`src/rtl/dhb_pkg.sv`:
```
// Shared types and constants for the decimating history buffer.
// No dependencies.
package dhb_pkg;

  localparam logic [1:0] OP_ADD   = 2'd0;
  localparam logic [1:0] OP_READ  = 2'd1;
  localparam logic [1:0] OP_CLEAR = 2'd2;

  localparam logic [31:0] AUTO_STEP = 32'd5;

  // one stored slot
  typedef struct packed {
    logic [31:0] tstamp;
    logic [2:0]  vld;
    logic [15:0] target;
    logic [47:0] temps;
  } slot_t;

  localparam int SLOT_W = $bits(slot_t);

  // controller to datapath
  typedef struct packed {
    logic load;     // capture request, resolve time
    logic rd_pair;  // read slots at the pair pointer
    logic wr_merge; // write merged pair
    logic rd_slot;  // read slot for a read request
    logic wr_new;   // write new sample at fill count
    logic finish;   // update count/stamps, load output
  } dhb_cmd_t;

  typedef struct packed {
    logic [1:0] op;
    logic       full;
    logic       pair_last;
  } dhb_sts_t;

  // floor((a+b)/2) on signed 16-bit values
  function automatic logic [15:0] avg16(input logic [15:0] a, input logic [15:0] b);
    logic [16:0] s;
    s = {a[15], a} + {b[15], b};
    return s[16:1];
  endfunction

  function automatic slot_t merge(input slot_t a, input slot_t b);
    slot_t r;
    logic [15:0] x, y;
    logic [31:0] d;
    r = '0;
    for (int k = 0; k < 3; k++) begin
      x = a.temps[16*k +: 16];
      y = b.temps[16*k +: 16];
      if (a.vld[k] && b.vld[k]) r.temps[16*k +: 16] = avg16(x, y);
      else if (a.vld[k]) r.temps[16*k +: 16] = x;
      else if (b.vld[k]) r.temps[16*k +: 16] = y;
      r.vld[k] = a.vld[k] | b.vld[k];
    end
    r.target = avg16(a.target, b.target);
    d = b.tstamp - a.tstamp;
    r.tstamp = a.tstamp + {1'b0, d[31:1]};
    return r;
  endfunction

endpackage

```
`src/rtl/dhb_ctrl.sv`:
```
// Controller state machine for the decimating history buffer.
// Depends on dhb_pkg.
module dhb_ctrl (
  input  logic              clk,
  input  logic              rst_n,
  input  logic              req_valid,
  output logic              req_ready,
  input  logic              res_free,
  input  dhb_pkg::dhb_sts_t sts,
  output dhb_pkg::dhb_cmd_t cmd
);

  typedef enum logic [2:0] {
    S_IDLE, S_DECODE, S_PAIR_RD, S_PAIR_WR, S_RD_WAIT, S_WRITE, S_DONE
  } state_t;

  state_t state_r;

  assign req_ready = (state_r == S_IDLE);

  always_comb begin
    cmd          = '0;
    cmd.load     = req_valid && req_ready;
    cmd.rd_pair  = (state_r == S_PAIR_RD);
    cmd.wr_merge = (state_r == S_PAIR_WR);
    cmd.rd_slot  = (state_r == S_DECODE) && (sts.op == dhb_pkg::OP_READ);
    cmd.wr_new   = (state_r == S_WRITE);
    cmd.finish   = (state_r == S_DONE) && res_free;
  end

  always_ff @(posedge clk) begin
    if (!rst_n) begin
      state_r <= S_IDLE;
    end else begin
      case (state_r)
        S_IDLE:    if (req_valid && req_ready) state_r <= S_DECODE;
        S_DECODE: begin
          if (sts.op == dhb_pkg::OP_ADD) state_r <= sts.full ? S_PAIR_RD : S_WRITE;
          else if (sts.op == dhb_pkg::OP_READ) state_r <= S_RD_WAIT;
          else state_r <= S_DONE;
        end
        S_PAIR_RD: state_r <= S_PAIR_WR;
        S_PAIR_WR: state_r <= sts.pair_last ? S_WRITE : S_PAIR_RD;
        S_RD_WAIT: state_r <= S_DONE;
        S_WRITE:   state_r <= S_DONE;
        // hold until the result register is free
        S_DONE:    if (res_free) state_r <= S_IDLE;
        default:   state_r <= S_IDLE;
      endcase
    end
  end

endmodule

```
`config.mk`:
```
export PLATFORM = sky130hd
export DESIGN_NAME = dhb_ctrl
export DESIGN_NICKNAME = d
export VERILOG_FILES = /design/src/rtl/dhb_pkg.sv /design/src/rtl/dhb_ctrl.sv
export SDC_FILE = /design/constraint.sdc
export NUM_CORES = 1
export LEC_CHECK = 0
export ABC_AREA = 0
export BUFFER_PORTS_ARGS = -buffer_cell sky130_fd_sc_hd__buf_2
export CELL_PAD_IN_SITES_DETAIL_PLACEMENT = 1
export CELL_PAD_IN_SITES_GLOBAL_PLACEMENT = 2
export CORE_UTILIZATION = 20
export DETAILED_ROUTE_END_ITERATION = 16
export GPL_ROUTABILITY_DRIVEN = 0
export PLACE_DENSITY_LB_ADDON = 0.1
export SLEW_MARGIN = 20
export SYNTH_ARGS = -nofsm -noshare
export SYNTH_HDL_FRONTEND = slang
export SYNTH_SLANG_ARGS = --single-unit
```
`constraint.sdc`:
```
create_clock -name clk -period 2.5 [get_ports clk]
set_input_delay 0 -clock clk [delete_from_list [all_inputs] [get_ports clk]]
set_output_delay 0 -clock clk [all_outputs]
set_load 0.1 [all_outputs]
```
==> flow_summary.toml, run 1 <==
[sta]
finClkSkew_ps = 0.0498
rsz0062_at_grt = "false"
slew_viol_final = 0
setup_viol = 0
fin_crit_ps = 1570
slew_headroom_pct = 67.8
hold_violations = 0
fmax_ghz = 0.638
fin_crit_sh_pct = 62.7
tightest_slew_ps = 487
tns_ps = 0

[detailed_routing]
postRouteAntennaNets = 0
vias = 315
drt-initial-drc-count = 3
wl_per_cell_microns = 11.3
dr.pass1.iters = 2
wl_microns = 725
drc = 0
viasPerCell = 4.92

[final_layout]
final_nets = 59
drive_above_1_share_pct = 40.0
top_register = "state_r"
largest_register_ffs = 3
antennaDiodeCount = 0
top_regs = "state_r x3"
n_fill_cell = 148
syn_to_final_growth_pct = 44.0
final_cell_mix = "buf_2, clkbuf_4, dfxtp_1"
mostFrequentLayoutCell = "buf_2"

[placed_design]
dpl.hpwl_microns = 581
portBuffers = 14

[setup_path]
cp_cell_sequence = "and2b_1 -> and3_1 -> buf_2"
cpMaxStageDelayCell = "dfxtp_1"
rr_worst_depth = 3
cp_max_fo = 10
worstSetupPathType = "reg2out"
end_kind = "output pin"
critPathMaxStageDelay_ps = 560
required_ps = 2500
crit_arrival_ps = 1570
startpoint_type = "flop"

[floorplan]
fp-row-count = 12
dieWidth_microns = 38.2
start_util_pct = 22.6
core_sq_um = 1160
die_h_microns = 38.2
io_pins = 15
die_area_sq_um = 1460

[clock_tree]
cts_max_path_buffers = 2
clock_latency_ps = 230
clock_sinks = 3
cts_buffers = 3
cts_max_level = 1
clkTransAtPathRegs_ps = 40
ctsHoldBuffers = 0
postCtsSetupBuffers = 0
cts_tree = "done"
cts-root-buf = "clkbuf_4"
cts_resized = 0

[synth]
muxShareOfSynthArea_pct = 0
synth_cell_types = 21
synth-compound-area-share_pct = 18.2
ys_ff_latch = 3
yosysSeqAreaShare_pct = 23.0
synth_top_family_by_area = "simple AND/OR/NAND/NOR gates"
synth-adder-area-share_pct = 0
syn_area_per_cell_sq_um = 7.47
synth-xor-area-share_pct = 0
syn_inst = 35
syn_nets = 43
yosys.area_share.simple_pct = 50.2
syn_area_sq_um = 262
synth_warnings = 0

[global_route]
grt_usage_pct = 11.8
grt_max_degree = 15
grt_overflow = 0
antenna_found_initial = 0
grt_pass1_wl_mm = 1.18
first_global_vias = 294

[status]
outcome = "finished, final reports clean"

[hold_path]
hold_depth = 3
holdCritPathClass = "in2reg"

[flow_run]
maxCapViolations = 0
[critical path, delay by kind of cell, from the launching register on]
family	cells	cell delay, ps
buf+inv	1	410
simple gates	2	370
flops	1	560
[layer usage]
layer  wire (microns)  GRT usage (%)  up-vias
li1                 -              -      158
met1              310           13.5      146
met2              372           19.9       11
met3               42           1.74        0
met4                0           8.04        0
met5                0              0        -
[stage by stage]
stage | std cells | setup WS, ps | instance area (sq um) | util [%] | hold slack, ps
2_1_floorplan | 35 | 344 | 278 | - | 125
3_3_place_gp | 60 | 1190 | 350 | 30.3 | 276
3_5_place_dp | 60 | 1180 | 350 | 30.3 | 286
4_1_cts | 64 | 911 | 377 | 32.6 | 44.8
5_1_grt | 64 | 842 | 377 | 32.6 | 57.8
6_report | 64 | 933 | 377 | 32.6 | 45.2
[final timing paths]
kind,startpoint,endpoint,slack [ps]
min,req_valid,state_r[2],50
max reg2reg,state_r[1],state_r[2],1190
min reg2reg,state_r[0],state_r[0],630
max,state_r[0],cmd[2],930
[kinds of logic after synthesis]
kind of cell	after synthesis
simple gates	20
compound gates	7
buf+inv	5
flops	3
[Yosys cell counts]
library cell,n,area [sq um]
or2b_1,1,7.51
inv_1,2,7.51
nor2b_1,2,12.5
or4b_1,1,10.0
nand2_1,2,7.51
o311ai_0,1,8.76
a221oi_1,1,8.76
a21oi_1,2,10.0
o211ai_1,2,15.0
and3_1,2,12.5
nor2_1,1,3.75
nor3_2,1,10.0
dfxtp_1,3,60.1
buf_2,3,15.0
and2_1,2,12.5
nand4b_1,1,8.76
and2b_1,1,7.51
nand3_1,2,10.0
o21ai_1,1,5.00
nor3b_1,3,22.5
nor4_1,1,6.26
[area by class of cell]
type / instances / area, sq um / share of cell area [%]
Timing Repair Buffer: 14 / 70.1 / 18.6
Inverter: 2 / 7.51 / 1.99
Multi-Input combinational cell: 27 / 195 / 51.8
Sequential cell: 3 / 60.1 / 15.9
Tap cell: 14 / 17.5 / 4.65
Clock buffer: 4 / 26.3 / 6.98
Power of run 1 is left out: the tool's default activity adds up to more than one toggle a clock period on the data nets, which glitch-free logic cannot reach.
==> inputs of run 2 (changes only) <==
--- a/config.mk
+++ b/config.mk
@@ -9,7 +9,7 @@
 export BUFFER_PORTS_ARGS = -buffer_cell sky130_fd_sc_hd__buf_2
 export CELL_PAD_IN_SITES_DETAIL_PLACEMENT = 1
 export CELL_PAD_IN_SITES_GLOBAL_PLACEMENT = 2
-export CORE_UTILIZATION = 20
+export CORE_UTILIZATION = 17
 export DETAILED_ROUTE_END_ITERATION = 16
 export GPL_ROUTABILITY_DRIVEN = 0
 export PLACE_DENSITY_LB_ADDON = 0.1
==> constraint.sdc (replaced) <==
create_clock -name clk -period 1.35 [get_ports clk]
set_input_delay 0 -clock clk [delete_from_list [all_inputs] [get_ports clk]]
set_output_delay 0 -clock clk [all_outputs]
set_load 0.1 [all_outputs]
==> flow_summary.toml, run 2 (synthesis results as in run 1) <==
[sta]
slew_headroom_pct = 75.6
fin_crit_ps = 1290
fmax_ghz = 0.774
fin_crit_sh_pct = 95.8
finClkSkew_ps = 1.62
hold_violations = 0
slew_viol_final = 0
tightest_slew_ps = 361
rsz0062_at_grt = "false"
setup_viol = 0

[floorplan]
start_util_pct = 19.1
core_sq_um = 1370
io_pins = 15
die_h_microns = 41.2
fp-row-count = 13
die_area_sq_um = 1700
dieWidth_microns = 41.2

[setup_path]
worstSetupPathType = "reg2out"
startpoint = "state_r[1]"
end_kind = "output pin"
crit_arrival_ps = 1290
r2r-start = "state_r[0]"
startpoint_type = "flop"
ff2ff_setup_slack_ps = 150
cp_max_fo = 8
required_ps = 1350
rr_worst_depth = 4
r2r-end = "state_r[2]"

[global_route]
grt_pass1_wl_mm = 1.30
grt_usage_pct = 11.6
first_global_vias = 326
antenna_found_initial = 0
grt_overflow = 0
grt_max_degree = 10

[final_layout]
multi_input_area_sq_um = 205
antennaDiodeCount = 0
syn_to_final_growth_pct = 95.2
final_nets = 61
final_cell_mix = "buf_2, buf_12, clkbuf_4"
top_register = "state_r"
final_area_sq_um = 510
top_regs = "state_r x3"
drive_above_1_share_pct = 50.0
n_fill_cell = 170
largest_register_ffs = 3
final_util_pct = 37.4
regArea_sq_um = 62.6
finalNonFillerCells = 67

[pwr]
p_total_w = 0.00135
p_per_area_nw_per_um2 = 2650
leakage_nw = 0.217
peakVddDrop_mv = 1.06

[detailed_routing]
wl_met2_microns = 401
drc = 0
vias = 327
drt-initial-drc-count = 5
postRouteAntennaNets = 0
m1WireLength_microns = 352
viasPerCell = 4.88
route.met3.wl_microns = 56
wl_microns = 810
wl_per_cell_microns = 12.1
routed.top_layer = "met3"
dr.pass1.iters = 4

[clock_tree]
clock_sinks = 3
cts_buffers = 3
cts-root-buf = "clkbuf_4"
cts_tree = "done"
cts_max_path_buffers = 2
clkTransAtPathRegs_ps = 30
cts_max_level = 1
postCtsSetupBuffers = 0
clock_latency_ps = 220

[flow_run]
maxCapViolations = 0

[hold_path]
hold_start = "rst_n"
holdCritPathClass = "in2reg"
hold_depth = 3
min_to = "state_r[2]"

[status]
outcome = "finished, final reports clean"

[placed_design]
dp.cells = 63
dpl.hpwl_microns = 680
placed_area_sq_um = 483
portBuffers = 14
## run 2: cell count changes in the layout (fill, tap and decap cells not counted), moves of 2 or more
cell     delta
buf_12      +7
buf_2       -7
buf_4       +2
dfxtp_1     -2
dfxtp_2     +2
## run 2: what timing repair did
item / in CTS / in global routing
setup endpoints to repair: 2 / 0
hold buffers: 0 / 0
gates resized for setup: 1 / 0
## run 2: worst max path at each step
stage                 endpoint  cells past startpoint  slack, ps
global placement    state_r[2]                      3        160
floorplan               cmd[5]                      3       -420
finish                  cmd[5]                      4         60
global route            cmd[5]                      4        0.4
detailed placement  state_r[2]                      3        170
CTS                     cmd[5]                      4         50
## run 2: final cells by class
class,instances,area share [%]
multi-input cells,27,40.2
repair buffers,16,37.3
flip-flops and latches,3,12.3
clock buffers,4,5.15
well taps,15,3.68
inverters,2,1.47
## run 2: critical path, stage by stage (launching register included)
cell	delay, ps
dfxtp_2	340
buf_4	170
nor3_4	200
and2_4	200
buf_12	160
## run 2: where the power goes
part | internal, W | switching [W]
clock network | 0.000110 | 0.0000378
logic | 0.000384 | 0.000629
registers | 0.000128 | 0.0000651
## run 2: per-stage QoR
stage | worst slack (ps) | hold WS, ps | TNS [ps]
global placement | 160 | 298 | 0
detailed placement | 167 | 302 | 0
CTS | 47.1 | 58.0 | 0
global route | 0.362 | 76.6 | 0
finish | 57.3 | 67.0 | 0
floorplan | -422 | 125 | -1220
## run 2: per-layer routing
metal	global-route usage, %	vias up
met5	0	-
met1	13.1	151
met3	2.17	0
met2	20.7	12
met4	4.84	0
li1	-	164
Power figures use the tool's default switching activity.
==> inputs of run 3 (changes only) <==
--- a/config.mk
+++ b/config.mk
@@ -7,10 +7,11 @@
 export LEC_CHECK = 0
 export ABC_AREA = 0
 export BUFFER_PORTS_ARGS = -buffer_cell sky130_fd_sc_hd__buf_2
-export CELL_PAD_IN_SITES_DETAIL_PLACEMENT = 1
-export CELL_PAD_IN_SITES_GLOBAL_PLACEMENT = 2
-export CORE_UTILIZATION = 17
+export CELL_PAD_IN_SITES_DETAIL_PLACEMENT = 0
+export CELL_PAD_IN_SITES_GLOBAL_PLACEMENT = 1
+export CORE_AREA = 2 2 39 41
 export DETAILED_ROUTE_END_ITERATION = 16
+export DIE_AREA = 0 0 41 43
 export GPL_ROUTABILITY_DRIVEN = 0
 export PLACE_DENSITY_LB_ADDON = 0.1
 export SLEW_MARGIN = 20
==> constraint.sdc (replaced) <==
create_clock -name clk -period 1.2 [get_ports clk]
set_input_delay 0 -clock clk [delete_from_list [all_inputs] [get_ports clk]]
set_output_delay 0 -clock clk [all_outputs]
set_load 0.1 [all_outputs]
==> flow_summary.toml, run 3 (synthesis results as in run 1) <==
[status]
outcome = "complete, but fails checks"
violations = "setup timing"

[placed_design]
placed_area_sq_um = 509
dp.cells = 67
portBuffers = 14
dpl.hpwl_microns = 651

[pwr]
p_per_area_nw_per_um2 = 2930
peakVddDrop_mv = 1.11
leakage_nw = 0.243

[final_layout]
largest_register_ffs = 3
antennaDiodeCount = 0
final_cell_mix = "buf_2, buf_12, buf_4"
regArea_sq_um = 66.3
final_nets = 66
drive_above_1_share_pct = 61.4
n_fill_cell = 136
finalNonFillerCells = 73
top_regs = "state_r x3"
syn_to_final_growth_pct = 120
final_area_sq_um = 576
multi_input_area_sq_um = 220
top_register = "state_r"

[setup_path]
required_ps = 1200
critPathMaxStageDelay_ps = 340
cpMaxStageDelayCell = "dfxtp_2"
worstSetupPathType = "reg2out"
ff2ff_setup_slack_ps = 50
startpoint_type = "flop"
r2r-start = "state_r[1]"
end_kind = "output pin"
r2r-end = "state_r[2]"
crit_arrival_ps = 1240
rr_worst_depth = 3
cp_max_fo = 8
cp_cell_sequence = "buf_6 -> nor3_4 -> and2_4 -> buf_12"

[sta]
fmax_ghz = 0.808
setup_viol = 2
tightest_slew_ps = 374
rsz0062_at_grt = "true"
fin_crit_ps = 1240
fin_ws_ps = -38.3
hold_violations = 0
finClkSkew_ps = 5.12
slew_viol_final = 0
fin_crit_sh_pct = 103
slew_headroom_pct = 74.7

[clock_tree]
clkTransAtPathRegs_ps = 40
cts-root-buf = "clkbuf_4"
cts_max_path_buffers = 2
clock_sinks = 3
ctsHoldBuffers = 0
cts_max_level = 1
clock_latency_ps = 230
cts_tree = "done"
cts_buffers = 3

[detailed_routing]
wl_microns = 787
vias = 333
drc = 0
wl_per_cell_microns = 10.8
drt-initial-drc-count = 0
postRouteAntennaNets = 0
dr.pass1.iters = 1
viasPerCell = 4.56

[hold_path]
holdCritPathClass = "in2reg"
min_to = "state_r[2]"
hold_depth = 3
hold_start = "req_valid"

[global_route]
grt_overflow = 0
grt_max_degree = 9
grt_pass1_wl_mm = 1.35
first_global_vias = 343
grt_usage_pct = 11.1
antenna_found_initial = 0

[floorplan]
core_sq_um = 1380
die_area_sq_um = 1760
fp-row-count = 14
dieWidth_microns = 41
io_pins = 15
start_util_pct = 18.9
die_h_microns = 43

[flow_run]
maxCapViolations = 0
==> run 3: cell count changes in the layout (fill, tap and decap cells not counted), sizes merged <==
cell  delta
buf      +5
==> run 3: repair_timing <==
item / 4_1_cts / 5_1_grt
buffers inserted: 2 / 0
resized for setup: 7 / 1
pin swaps: 4 / 2
endpoints found under the setup margin: 6 / 6
==> run 3: power breakdown <==
part           internal (W)  switching (W)  total [W]
sequential         0.000149      0.0000659   0.000215
combinational      0.000555       0.000738    0.00129
clock              0.000125      0.0000539   0.000179
total              0.000829       0.000858    0.00169
==> run 3: area by class of cell <==
type / count / share of cell area, %
multi-input combinational: 27 / 38.3
clock buffer: 4 / 4.57
tap: 16 / 3.48
sequential: 3 / 11.5
inverter: 2 / 1.30
timing repair buffer: 21 / 40.9
==> run 3: worst max path at each step <==
stage / start / endpoint / slack, ps / cells past startpoint
floorplan: state_r[1] / cmd[5] / -570 / 3
global placement: state_r[1] / state_r[2] / 70 / 3
detailed placement: state_r[1] / state_r[2] / 60 / 3
CTS: state_r[2] / cmd[5] / -50 / 4
global route: state_r[1] / cmd[5] / -100 / 4
finish: state_r[1] / cmd[5] / -40 / 4
==> run 3: metrics by stage <==
step | hold slack, ps | util [%] | TNS [ps] | total power [W] | setup slack, ps
after CTS | 24.4 | 41.4 | -67.8 | 0.00170 | -46.5
after floorplan | 125 | - | -1840 | 0.000993 | -572
after global routing | 32.9 | 41.6 | -326 | 0.00178 | -98.6
final | 27.0 | 41.6 | -45.4 | 0.00169 | -38.3
after detailed placement | 283 | 36.8 | 0 | 0.00142 | 56.0
after global placement | 281 | 36.8 | 0 | 0.00140 | 75.0
==> run 3: metal layers <==
layer | GRT usage [%] | wire length [microns] | vias up
met5 | 0 | 0 | -
met4 | 8.00 | 0 | 0
met3 | 1.57 | 32 | 0
met2 | 16.6 | 443 | 10
met1 | 13.8 | 311 | 152
li1 | - | - | 171
==> run 3: critical path: cells and delay by family, from the launching register on <==
kind / cells / cell delay [ps]
and+or+nand+nor: 2 / 360
DFF: 1 / 340
buffers and inverters: 2 / 300
